==> src/sv/deq_ram.sv <==
module deq_ram #(
    parameter int DEPTH = 64,
    parameter int WIDTH = 64
) (
    input  logic                     i_clk,
    input  logic                     i_we,
    input  logic                     i_re,
    input  logic [$clog2(DEPTH)-1:0] i_addr,
    input  logic [WIDTH-1:0]         i_wdata,
    output logic [WIDTH-1:0]         o_rdata
);

    logic [WIDTH-1:0] r_mem [DEPTH];
    logic [WIDTH-1:0] r_rdata;

    always_ff @(posedge i_clk) begin
        if (i_we) begin
            r_mem[i_addr] <= i_wdata;
        end
    end

    always_ff @(posedge i_clk) begin
        if (i_re) begin
            r_rdata <= r_mem[i_addr];
        end
    end

    assign o_rdata = r_rdata;

endmodule

==> config.mk <==
export PLATFORM = sky130hd
export DESIGN_NAME = deq_ram
export DESIGN_NICKNAME = d
export VERILOG_FILES = /design/src/sv/deq_ram.sv
export SDC_FILE = /design/constraint.sdc
export NUM_CORES = 2
export LEC_CHECK = 0
export BUFFER_PORTS_ARGS = -buffer_cell sky130_fd_sc_hd__buf_2
export CAP_MARGIN = 10
export CORE_MARGIN = 5
export CORE_UTILIZATION = 55
export DETAILED_ROUTE_END_ITERATION = 8
export GPL_ROUTABILITY_DRIVEN = 1
export GPL_TIMING_DRIVEN = 1
export PLACE_DENSITY_LB_ADDON = 0.2
export SETUP_SLACK_MARGIN = 0.3
export SLEW_MARGIN = 20
export SYNTH_ARGS = -nofsm -noshare
export SYNTH_HDL_FRONTEND = slang
export SYNTH_SLANG_ARGS = --single-unit
==> constraint.sdc <==
create_clock -name i_clk -period 13.75 [get_ports i_clk]
set_clock_uncertainty 0.15 [all_clocks]
set_input_delay 0.6875 -clock i_clk [delete_from_list [all_inputs] [get_ports i_clk]]
set_output_delay 0.6875 -clock i_clk [all_outputs]
set_load 0.01 [all_outputs]
Word-level counts from Yosys, hierarchy flattened:

Memories as Yosys holds them, arrays and structs flattened. A register that Yosys moved wholly into a read port is not among the register bits.
Index checks and enable logic that the tools add are counted.

* register bits after elaboration: 0
* bits in latches: 0
* bits in writable memories: 4096
* bits in read-only memories: 0
* input port bits: 73
* output and inout port bits: 64
* word-level logic and storage cells: 3
* memories kept: 1

Memory list
* r_mem: words 64, width 64, read ports 1, clocked after memory_dff 1, wr ports 1, RTL line 13 `logic [WIDTH-1:0] r_mem [DEPTH];`

* $add $sub $neg: 0
* multipliers: 0
* div/mod/pow operators: 0
* $lt $le $gt $ge: 0
* eq/ne operators: 0
* shifts and indexed selects: 0
* multiplexer cells: 2
* bitwise gates (word level): 0
* reduce and logical (&&, ||, !) cells: 0

Operators with widths (number)
* $mux 1: 2

Logic depth before layout (Yosys ltp):

* depth in word-level cells: 2
* mapped depth: 11
* gate-level depth less buffers: 6

Worst setup path after synthesis:

OpenSTA, ideal clock, no wires.

* path kind: input to register
* start: in i_addr[2]
* end: mem r_mem[15][0], enable pin
* setup time: 487 ps
* data arrival time: 4704 ps
* required time: 13113 ps
* setup slack: 8410 ps
* cell stages on the path: 9
* path buffers: 7
* cell sequence: buf_4 buf_6 buf_4 buf_4 buf_4 buf_4 buf_2 nand3_1 nor2_1

RTL lines
* start: declaration: RTL line 8 `input logic [$clog2(DEPTH)-1:0] i_addr,`
* end: declaration: RTL line 13

Straight into the memory's write port.

==> results.md <==
- The run finished with clean final reports.
- The number of flip-flops and latches in the synthesized netlist is between 4000 and 5000.
- In this run the most critical hold path is launched from i_wdata[20].
- The pin slew with the least headroom to its limit is around 1.2 ns.
- IR analysis of the VDD net gives a maximum drop of ~0.00013 V.
- The number of gates resized after cts is 0.
- The overall routed net length is about 490000 um.
- The class of the tightest hold or removal check is in2reg.
- The worst hold slack is between 0.1 and 0.15 ns.
- The tool flagged a number of max-cap violations equal to 0.
- After Yosys synthesis, full adders, half adders and majority gates account for 0% of the synthesized area.
- Counting every sink on the clock net gives approximately 4200.
- Routability-driven placement finished with a final weighted congestion of around 0.82.
- Multiplexer cells account for 4.54% of the synthesized area.
- TritonCTS built the clock tree.
- Ranked by total cell area, the synthesized netlist is headed by edfxtp_1 (80%), a221oi_1 (3.6%), a22oi_1 (3.3%).
- Setup repair after global routing left no endpoint under its margin.
- The first-pass GRT wire length is between 600000 and 700000 um.
- STA classifies the critical path startpoint as a primary input.
- At the worst endpoint, the required time is between 10 and 15 ns.
- Walking the worst path, the cells encountered are buf_8, buf_4, buf_4, nor2b_4, buf_12, buf_4, a22oi_1, o22ai_1, nor4_1, o2111ai_1, nand3b_1.
- The total standard cell area after synthesis is ~160000 um2.
- The post-synth net total is between 8000 and 9000.
- The master of the slowest instance on the critical path is nor4_1.
- Counting flops with a built-in enable in the synthesized netlist gives between 4000 and 5000.
- The number of unique standard cell types used by synthesis is 56.
- The clock tree synthesis step divided the H-tree into 5 levels.
- During I/O placement, the number of pins put on the boundary was about 140.
- The combined buffer and inverter count along the critical path is 5.
- For this run, design rule violations remaining after detail routing come to 0.
- During placement, the flow inserted port buffers numbering roughly 140.
- The number of hold buffers added after CTS is 0.
- After detailed routing, the average wire length per cell comes to 38.2 um.
- Setup violations remaining at the end of the flow were counted as 0.
- The largest total area in the synthesized netlist belongs to edfxtp_1.
- After Yosys synthesis, and, or, nand and nor cells account for ~2.3% of the synthesized area.
- The root buffer cell is clkbuf_16.
- The commonest cells after synthesis are edfxtp_1 (4160), a22oi_1 (684), a221oi_1 (636).
- Global routing used between 30% and 40% of the available tracks across all layers.
- After floorplanning, the core was divided into between 150 and 200 placement rows.
- Yosys printed 0 warnings.
- In this run the cell area measured after placement is 161000 um2.
- In this design, the largest share of critical-path delay is due to buffers and inverters.
- At the end of the flow the core is filled with cells to around three fifths.
- Clock-pin slew was measured on the worst setup and hold paths at about 0.06 ns.
- The critical path capture point type is a register.
- Entering global routing, the biggest net connects 153 pins.
- The total number of nets in the final design is a little under 9000.
- The hold violation total from the final report is 0.
- The fraction of registers with async set or reset after synthesis is 0%.
- The most common cell type on the critical path is buf_4.
- Cells with a size suffix above 1 make up between 10% and 20% of the layout.
- The prevailing post-synth register cell is edfxtp_1.
- The placed wire-length estimate is roughly 250000 um.
- The fraction of the yosys area taken by sequential cells is roughly four fifths.
- The detailed router finished its first iteration with approximately 15000 violations.
- The total count of max-transition violations in the final report is 0.
- The number of buffers on the longest clock path is 4.
- The synthesized instance count is about 8600.
- The synthesized netlist devotes 0% of its cell area to XOR and XNOR gates.
- The sum of negative setup slack is 0 ns.
- Dividing the detail-routed via count by the number of cells gives 7.20.
- The filler cells instantiated in the layout total roughly 20000.
- Dividing total power by cell area gives a power density of about 150 nW/um2.
- The top cell type's share of synthesized area is 80.0%.
- The final worst-path cycle share is a little under 40%.
- The design draws 26.4 mW.
- The final instance area is approximately 170000 um2.
- The post-detailed-route count of antenna-violating nets is 0.
- The floorplan step set the die height to 543 um.
- In this run, CTS created clock tree buffers numbering about 400.
- The critical path data arrival time is 5.94 ns.
- The number of antenna violations at the first check in global routing is 30.
- The die covers 295000 um2.
- The post-synthesis to final-layout area growth is 11.9%.
- The post-synthesis compound-gate area fraction is between 10% and 20%.
- After synthesis, the largest family of logic cells by area is compound AO/OA/AOI/OAI gates.
- The initial core utilization is a little under three fifths.
- The global route total overflow is 0.
- The highest net fanout along the worst path is between 100 and 150.
- The number of global-route vias before repair is between 80000 and 90000.
- The latest clock arrival within the worst-skew pair is about 0.92 ns.
- The clock period minus worst slack is 5.44 ns.
- Across all layers, the routed design uses 92617 vias.
- The post-CTS repair timing setup buffer count is 0.
- Measured along the x axis, the die boundary spans about 540 um.
- The floorplan step defined a core boundary enclosing 282000 um2.
- Among all cell types in the netlist, the one instantiated most often is edfxtp_1.
- The first-pass iteration count of the detailed router is 6.
- The startpoint identified for the worst register-to-register timing path is r_mem[30][45]$_DFFE_PP_.
- The critical path is of the in2reg type.
- The delay contributed by the slowest stage of the critical path is about 0.94 ns.
- The most critical setup path has its startpoint at i_addr[2].
- A synthesized cell averages 18.1 um2.
- The worst pin sits at a relative slew slack of between 10% and 20%.
- The analysis attributes to cell leakage a power of between 50 and 60 nW.
- The achievable frequency is about 180 MHz.
## layout by cell type (no fill, tap or decap), drive strengths merged, types with 204 or more instances in the layout
| cell | count |
|---|---|
| edfxtp | 4160 |
| a22oi | 684 |
| a221oi | 637 |
| o22ai | 506 |
| clkbuf | 496 |
| buf | 400 |
| mux2i | 337 |
| nand2 | 311 |
| nor2 | 304 |
| a21oi | 210 |
| mux2 | 204 |
## registers in the layout, summed over array words and instances (netlist names)
| name | flops |
|---|---|
| r_mem | 4096 |
| o_rdata | 64 |
## routing by layer
layer | vias to the layer above | part of all wire [%] | track usage [%]
met3 | 1338 | 13 | 8.24
met2 | 7040 | 46 | 50.1
met4 | 14 | 5.7 | 16.5
met1 | 47665 | 36 | 43.8
li1 | 36560 | - | -
met5 | - | 0.020 | 0
## kinds of logic after synthesis
group,count (synthesis)
mux,604
compound gates,2389
simple gates,808
flops,4160
buf+inv,658
## power breakdown
part	switching, mW	leakage [nW]	internal [mW]	total, mW
Combinational	0.961	10.6	0.349	1.31
Clock	4.68	6.34	6.27	11.0
Sequential	0.0600	37.5	14.1	14.1
## stage by stage
step | instances | worst slack [ns]
after floorplan | 8619 | 8.41
after global placement | 12098 | 7.63
after detailed placement | 12103 | 7.63
after CTS | 12848 | 8.60
after global routing | 12858 | 8.36
final | 12869 | 8.31
## layout make-up
cell class / count / area, um2 / share of cell area, %
flip-flops and latches: 4160 / 125000 / 71.5
repair buffers: 400 / 3070 / 1.76
diodes: 17 / 42.5 / 0.0244
clock inverters: 249 / 2250 / 1.29
inverters: 3 / 28.8 / 0.0165
clock buffers: 496 / 10700 / 6.15
multi-input cells: 3801 / 28900 / 16.5
well taps: 3743 / 4680 / 2.68
## worst paths after layout
kind,endpoint,slack (ns),cells past startpoint
worst max register to register,o_rdata[45]$_DFFE_PP_,10.78,6
worst min register to register,o_rdata[33]$_DFFE_PP_,0.53,4
worst max-delay path,o_rdata[43]$_DFFE_PP_,8.31,11
worst min-delay path,r_mem[27][20]$_DFFE_PP_,0.13,1
Note: power is estimated with default switching activity, not from simulation.
