**config.mk**
```make
export PLATFORM = sky130hd
export DESIGN_NAME = deq_ctrl
export DESIGN_NICKNAME = d
export VERILOG_FILES = /design/src/sv/deq_pkg.sv /design/src/sv/deq_ctrl.sv
export SDC_FILE = /design/constraint.sdc
export NUM_CORES = 1
export LEC_CHECK = 0
export ABC_AREA = 1
export BUFFER_PORTS_ARGS = -buffer_cell sky130_fd_sc_hd__buf_2
export CORE_MARGIN = 1.5
export CORE_UTILIZATION = 50
export DETAILED_ROUTE_END_ITERATION = 8
export PLACE_DENSITY_LB_ADDON = 0.2
export SETUP_SLACK_MARGIN = 0.5
export SYNTH_ARGS = -nofsm -noshare
export SYNTH_HDL_FRONTEND = slang
export SYNTH_SLANG_ARGS = --single-unit
```
**constraint.sdc**
```tcl
create_clock -name i_clk -period 3.4 [get_ports i_clk]
set_input_delay 0.17 -clock i_clk [delete_from_list [all_inputs] [get_ports i_clk]]
set_output_delay 0.17 -clock i_clk [all_outputs]
set_load 0.01 [all_outputs]
```
**src/sv/deq_pkg.sv**
```systemverilog
package deq_pkg;

    localparam int OP_W   = 3;
    localparam int DATA_W = 64;
    localparam int STAT_W = 2;
    localparam int FILL_W = 7;

    localparam logic [OP_W-1:0] OP_ADD_FIRST = 3'd0;
    localparam logic [OP_W-1:0] OP_PUSH_HEAD = 3'd1;
    localparam logic [OP_W-1:0] OP_PUSH_TAIL = 3'd2;
    localparam logic [OP_W-1:0] OP_READ_HEAD = 3'd3;
    localparam logic [OP_W-1:0] OP_READ_TAIL = 3'd4;

    localparam logic [STAT_W-1:0] STAT_OK    = 2'd0;
    localparam logic [STAT_W-1:0] STAT_EMPTY = 2'd1;
    localparam logic [STAT_W-1:0] STAT_FULL  = 2'd2;

    typedef enum logic {
        S_IDLE,
        S_READ
    } t_deq_state;

    // Per-beat control handed from the index logic to the response stage.
    typedef struct packed {
        logic              busy;       // a memory read is in flight
        logic              defer;      // accepted beat waits for read data
        logic              rd_done;    // read data is valid this cycle
        logic [STAT_W-1:0] status;
        logic [FILL_W-1:0] fill_count;
    } t_deq_ack;

endpackage

```
**src/sv/deq_ctrl.sv**
```systemverilog
module deq_ctrl #(
    parameter int QUEUE_DEPTH = 64,
    parameter int ENTRY_BYTES = 8
) (
    input  logic                           i_clk,
    input  logic                           i_rst_n,
    input  logic                           i_accept,
    input  logic [deq_pkg::OP_W-1:0]       i_opcode,
    input  logic [deq_pkg::DATA_W-1:0]     i_entry_in,
    input  logic                           i_remove_flag,
    output logic                           o_mem_we,
    output logic                           o_mem_re,
    output logic [$clog2(QUEUE_DEPTH)-1:0] o_mem_addr,
    output logic [8*ENTRY_BYTES-1:0]       o_mem_wdata,
    output deq_pkg::t_deq_ack              o_ack
);
    import deq_pkg::*;

    localparam int IW = $clog2(QUEUE_DEPTH);
    localparam int CW = $clog2(QUEUE_DEPTH + 1);
    localparam int EW = 8 * ENTRY_BYTES;
    localparam logic [IW-1:0] LAST_IDX = IW'(QUEUE_DEPTH - 1);
    localparam logic [CW-1:0] FULL_CNT = CW'(QUEUE_DEPTH);
    localparam logic [CW-1:0] ONE_CNT  = CW'(1);

    t_deq_state r_state, n_state;
    logic [IW-1:0] r_head, n_head;
    logic [IW-1:0] r_tail, n_tail;
    logic [CW-1:0] r_count, n_count;
    logic          r_init, n_init;

    logic              live;
    logic              rd_live;
    logic [IW-1:0]     head_next, head_prev, tail_next, tail_prev;
    logic [STAT_W-1:0] status;
    logic [CW+FILL_W-1:0] fill_ext;

    assign live      = r_init && (r_count != '0);
    assign head_next = (r_head == LAST_IDX) ? '0 : r_head + 1'b1;
    assign head_prev = (r_head == '0) ? LAST_IDX : r_head - 1'b1;
    assign tail_next = (r_tail == LAST_IDX) ? '0 : r_tail + 1'b1;
    assign tail_prev = (r_tail == '0) ? LAST_IDX : r_tail - 1'b1;
    assign rd_live   = live && (i_opcode == OP_READ_HEAD || i_opcode == OP_READ_TAIL);

    // Index, count and memory access for the operation on the input bus.
    always_comb begin
        n_head      = r_head;
        n_tail      = r_tail;
        n_count     = r_count;
        n_init      = r_init;
        status      = STAT_OK;
        o_mem_we    = 1'b0;
        o_mem_re    = 1'b0;
        o_mem_addr  = '0;
        o_mem_wdata = i_entry_in[EW-1:0];
        case (i_opcode)
            OP_ADD_FIRST: begin
                n_head   = '0;
                n_tail   = '0;
                n_count  = ONE_CNT;
                n_init   = 1'b1;
                o_mem_we = i_accept;
            end
            OP_PUSH_HEAD, OP_PUSH_TAIL: begin
                if (!live) begin
                    status = STAT_EMPTY;
                end else if (r_count == FULL_CNT) begin
                    status = STAT_FULL;
                end else begin
                    o_mem_we = i_accept;
                    n_count  = r_count + 1'b1;
                    if (i_opcode == OP_PUSH_HEAD) begin
                        n_head     = head_next;
                        o_mem_addr = head_next;
                    end else begin
                        n_tail     = tail_prev;
                        o_mem_addr = tail_prev;
                    end
                end
            end
            OP_READ_HEAD, OP_READ_TAIL: begin
                if (!live) begin
                    status = STAT_EMPTY;
                end else begin
                    o_mem_re   = i_accept;
                    o_mem_addr = (i_opcode == OP_READ_HEAD) ? r_head : r_tail;
                    if (i_remove_flag) begin
                        if (r_count <= ONE_CNT) begin
                            n_head  = '0;
                            n_tail  = '0;
                            n_count = '0;
                            n_init  = 1'b0;
                        end else begin
                            n_count = r_count - 1'b1;
                            if (i_opcode == OP_READ_HEAD) begin
                                n_head = head_prev;
                            end else begin
                                n_tail = tail_next;
                            end
                        end
                    end
                end
            end
            default: begin
            end
        endcase
    end

    always_comb begin
        unique case (r_state)
            S_IDLE:  n_state = (i_accept && rd_live) ? S_READ : S_IDLE;
            S_READ:  n_state = S_IDLE;
            default: n_state = S_IDLE;
        endcase
    end

    // The fill count port keeps only the low bits of the count.
    assign fill_ext = {{FILL_W{1'b0}}, n_count};

    always_comb begin
        o_ack.busy       = 1'b0;
        o_ack.rd_done    = 1'b0;
        o_ack.defer      = rd_live;
        o_ack.status     = status;
        o_ack.fill_count = fill_ext[FILL_W-1:0];
        unique case (r_state)
            S_IDLE: begin
            end
            S_READ: begin
                o_ack.busy    = 1'b1;
                o_ack.rd_done = 1'b1;
            end
            default: begin
            end
        endcase
    end

    always_ff @(posedge i_clk) begin
        if (!i_rst_n) begin
            r_state <= S_IDLE;
            r_head  <= '0;
            r_tail  <= '0;
            r_count <= '0;
            r_init  <= 1'b0;
        end else begin
            r_state <= n_state;
            if (i_accept) begin
                r_head  <= n_head;
                r_tail  <= n_tail;
                r_count <= n_count;
                r_init  <= n_init;
            end
        end
    end

endmodule

```
After elaboration in Yosys (flattened, before gate mapping)

Index checks and enable logic that the tools add are counted.

Register bits after elaboration: 21
Input port bits: 71
Output and inout bits: 84
Logic and storage cells: 92

Add/sub/neg operators: 6
$lt $le $gt $ge: 1
Equality and inequality tests: 16
Multiplexer cells: 48
Bitwise gates (word level): 1
Reductions and logical operators: 15

Operators by type and width:

| operator                                                               | number |
|---|---|
| 6-bit two-way mux                                                      | 23 |
| 6-bit case mux with 3 select lines                                     | 2 |
| 7-bit two-way mux                                                      | 5 |
| 7-bit case mux with 3 select lines                                     | 1 |
| 8-bit AND reduction                                                    | 2 |
| 2-bit inequality test (second input constant)                          | 7 |
| 6-bit by 1-bit adder with 6-bit output (second input constant)         | 2 |
| 6-bit equality test (second input constant)                            | 2 |
| 6-bit logical NOT                                                      | 2 |
| 6-bit case mux with 2 select lines                                     | 1 |
| 6-bit by 1-bit subtractor with 6-bit output (second input constant)    | 2 |
| 1-bit two-way mux                                                      | 10 |
| 7-bit by 1-bit adder with 7-bit output (second input constant)         | 1 |
| 7-bit equality test (second input constant)                            | 1 |
| 7-bit by 1-bit <= comparator with 1-bit output (second input constant) | 1 |
| 7-bit nonzero test                                                     | 1 |
| 7-bit by 1-bit subtractor with 7-bit output (second input constant)    | 1 |
| 3-bit by 2-bit equality test with 1-bit output (second input constant) | 2 |
| 3-bit inequality test (second input constant)                          | 2 |
| 1-bit case mux with 2 select lines                                     | 3 |
| 5-bit AND reduction                                                    | 1 |
| 2-bit two-way mux                                                      | 2 |
| 2-bit case mux with 2 select lines                                     | 1 |
| 2-bit OR reduction                                                     | 2 |
| 8 further kinds                                                        | 10 |

Logic depth before layout (Yosys ltp)

Depth after elaboration: 7
Mapped depth: 14
Mapped depth without buffers: 13

Worst setup path before layout

Ideal clock, no wire load.

Path type: register to output
Start point: register r_count[0]
End point: output o_mem_addr[3]
Arrival time: 1.646 ns
Data required time: 3.230 ns
Setup slack: 1.584 ns
Stages on the path, launching flop included: 11
Path buffers: 1
Cell sequence: dfxtp_1 > buf_2 > inv_1 > ha_1 > nand2_2 > inv_2 > nand2_2 > nand2_4 > nor2_4 > inv_1 > o21ai_0

Longest elaborated chain between the ends: 4
Elaborated cells between the ends (all ways): 7
Those cells by class: 1 x eq/ne; 4 x mux; 2 x reduce/logical

Ends and longest elaborated chain:

| element                                                          | line                           | text |
|---|---|---|
| start, declared                                                  | deq_ctrl.sv:29                 | `logic [CW-1:0] r_count, n_count;` |
| start signal, assigned                                           | deq_ctrl.sv:150                | `r_count <= n_count;` |
| 7-bit equality test / 7-bit nonzero test (equally long branches) | deq_ctrl.sv:67, deq_ctrl.sv:38 |  |
| 6-bit two-way mux / 1-bit logical AND (equally long branches)    | deq_ctrl.sv:67, deq_ctrl.sv:38 |  |
| 6-bit two-way mux, on equally long branches                      | deq_ctrl.sv:65, deq_ctrl.sv:82 |  |
| 6-bit case mux with 2 select lines *                             | deq_ctrl.sv:56                 | `case (i_opcode)` |
| end, declared                                                    | deq_ctrl.sv:13                 | `output logic [$clog2(QUEUE_DEPTH)-1:0] o_mem_addr,` |

Mark *: on every way between the ends. The rest lies on a longest branch, timed or not.

Final worst setup path

Start point: register r_count[0]
End point: output o_mem_addr[5]

The elaborated chain is that of the path after synthesis.

==> flow_summary.json <==
{
  "worstSetupPathType": "flip-flop to output port",
  "skew_ns": 0.005965,
  "ys_ff_latch": 21,
  "drc_errors": 0,
  "drive_gt1_share_pct": 16.95,
  "clockBufferDepth": 2,
  "grt.overflow.total": 0,
  "peakVddDrop_uv": 154.9,
  "async_reset_ff_share_pct": 0,
  "antenna_found_initial": 0,
  "fp.dieH_um": 78.88,
  "setup_viol": 0,
  "grt_pass1_vias": 2453,
  "slew-limit-headroom_pct": 59.03,
  "fin_hold_ws_ns": 0.2512,
  "seq_area_frac_synth_pct": 14.60,
  "synthesis.nets": 543,
  "layout.cells.non_filler": 491,
  "critical_path.endpoint_type": "output port",
  "fin_crit_sh_pct": 71.67,
  "combPwrFrac_pct": 39.4,
  "yosysTopAreaCell": "buf_4",
  "io_pins": 155,
  "status": "complete, no violations",
  "cts_tree": "done",
  "clk_pin_slew_ns": 0.08,
  "cts_resized": 0,
  "cts_setup_buffers": 0,
  "dp.cells": 487,
  "max_freq_mhz": 410.4,
  "min_period_ns": 2.437,
  "die_width_um": 78.88,
  "seq_power_share_pct": 38.2,
  "worstPathArrival_ns": 2.27,
  "ys.flop_type": "dfxtp_1",
  "p_leak_nw": 1.290,
  "netSwitchingFraction_pct": 41.48,
  "worstPathRequired_ns": 3.23,
  "hold_path_class": "primary input to flip-flop",
  "n_antenna_cell": 0,
  "avgSynthCellArea_um2": 6.191,
  "syn_to_final_growth_pct": -9.952,
  "dr.pass1.iters": 5,
  "synth_area_leaders": "buf_4, dfxtp_1, nand2_1",
  "finalHoldViolations": 0,
  "maxCapViolCount": 0,
  "nets": 498,
  "start_util_pct": 51.96,
  "cts-buffers-inserted": 3,
  "core_region_area_um2": 5540,
  "clkPwrFrac_pct": 22.4,
  "syn_area_um2": 2879,
  "p_switching_w": 0.0003155,
  "synth_edf_count": 0,
  "power.total_w": 0.0007605,
  "synth_cell_types": 41,
  "vias": 2654,
  "grt_util_all_layers_pct": 22.87,
  "row_count": 27,
  "routed_wl_um": 6795,
  "synth_cells": 465,
  "power_density_nw_per_um2": 293.4,
  "worst_pin_slew_ns": 0.6123,
  "synthTopCellsByCount": "nand2_1, buf_4, nor2_1, inv_1, nand3_1",
  "grt_max_degree": 17,
  "wl_per_cell_um": 13.84,
  "startpoint_type": "flip-flop",
  "h-tree-depth": 1,
  "vias_per_cell": 5.405,
  "drt_iter0_markers": 126,
  "hold_buffers": 0,
  "clockRootBuffer": "clkbuf_8",
  "cp_max_fo": 11,
  "ant_nets": 0,
  "grt_pass1_wl_um": 11450,
  "rsz0062_at_grt": "false",
  "fin_tns_setup_ns": 0,
  "clock_sinks": 21,
  "globalplace.congestion": 0.9397,
  "intPower_w": 0.0004451,
  "maxSlewViolCount": 0,
  "clk-insertion-delay-late_ns": 0.27,
  "dpl.hpwl_um": 5291,
  "dieArea_um2": 6222,
  "yosysMostFrequentCell": "nand2_1",
  "synth_top_cell_area_share_pct": 17.73,
  "portBuffers": 26,
  "ys_warn_count": 0
}
-- layer usage --
metal  vias up  wire (um)  share of wire (%)  GRT usage, %
li1       1342          -                  -             -
met1      1213       3114                 46         29.19
met2        84       3160                 47         38.53
met3        15        381                5.6         4.138
met4         0        138                2.0         8.070
met5         -          0                  0             0
-- path summary, 6_finish.rpt --
path,startpoint,end,slack [ns],cells past startpoint
max reg2reg,r_count[0],r_head[2],1.40,12
max,r_count[0],o_mem_addr[5],0.96,10
min,i_accept,r_count[6],0.25,2
min reg2reg,r_state,r_state,0.44,1
-- worst max-delay path: stages (launching register included) --
cell and delay, ns:
dfxtp_1 0.54, inv_1 0.16, ha_1 0.25, nand2_2 0.08, inv_2 0.06, nand2_2 0.09
nand2_4 0.11, nor2_4 0.19, inv_1 0.15, o22ai_1 0.20, buf_2 0.15
-- state kept, by name, summed over array words and instances, names as in the netlist --
register / count
r_tail: 6
r_init: 1
r_state: 1
r_head: 6
r_count: 7
-- layout by cell type (no fill, tap or decap), drive strengths merged --
master / instances
dfxtp: 21
nand2: 120
nor3: 2
xor2: 6
o22a: 1
o21bai: 1
a32o: 1
nand4: 7
or2: 1
clkinv: 1
o22ai: 4
mux2i: 1
nand3: 43
inv: 49
ha: 7
buf: 26
nor2: 61
a21oi: 15
nor4: 1
nand3b: 1
o211ai: 1
clkbuf: 4
o21ai: 43
xnor2: 2
-- logic make-up after synthesis --
family                     share of synthesized area (%)
xor gates and xnor gates                           2.434
and+or+nand+nor                                    40.29
buffers and inverters                              26.38
DFF                                                14.60
adders and majority gates                          3.042
AOI/OAI and AO/OA                                  12.91
muxes                                             0.3477
-- cell type report --
cell class | count | area [um2]
Clock buffer | 4 | 45.04
Fill cell | 607 | 2948
Inverter | 50 | 207.7
Multi-Input combinational cell | 318 | 1699
Sequential cell | 21 | 420.4
Tap cell | 72 | 90.09
Timing Repair Buffer | 26 | 130.1
-- power by group through the flow --
stage	clock network (W)	registers, W	logic [W]
floorplan	0	0.000281	0.000322
global placement	0	0.000296	0.000297
detailed placement	0	0.000296	0.000298
CTS	0.000178	0.000290	0.000300
global route	0.000189	0.000294	0.000341
finish	0.000170	0.000291	0.000300
-- per-stage QoR --
stage          setup WS, ns  area, um2  util [%]
5_1_grt              0.7624       2592     46.79
3_3_place_gp          1.374       2547     45.98
2_1_floorplan         1.584       2879         -
6_report             0.9632       2592     46.79
4_1_cts              0.9746       2592     46.79
3_5_place_dp          1.292       2547     45.98
No activity file was read; power rests on OpenSTA's default activity.
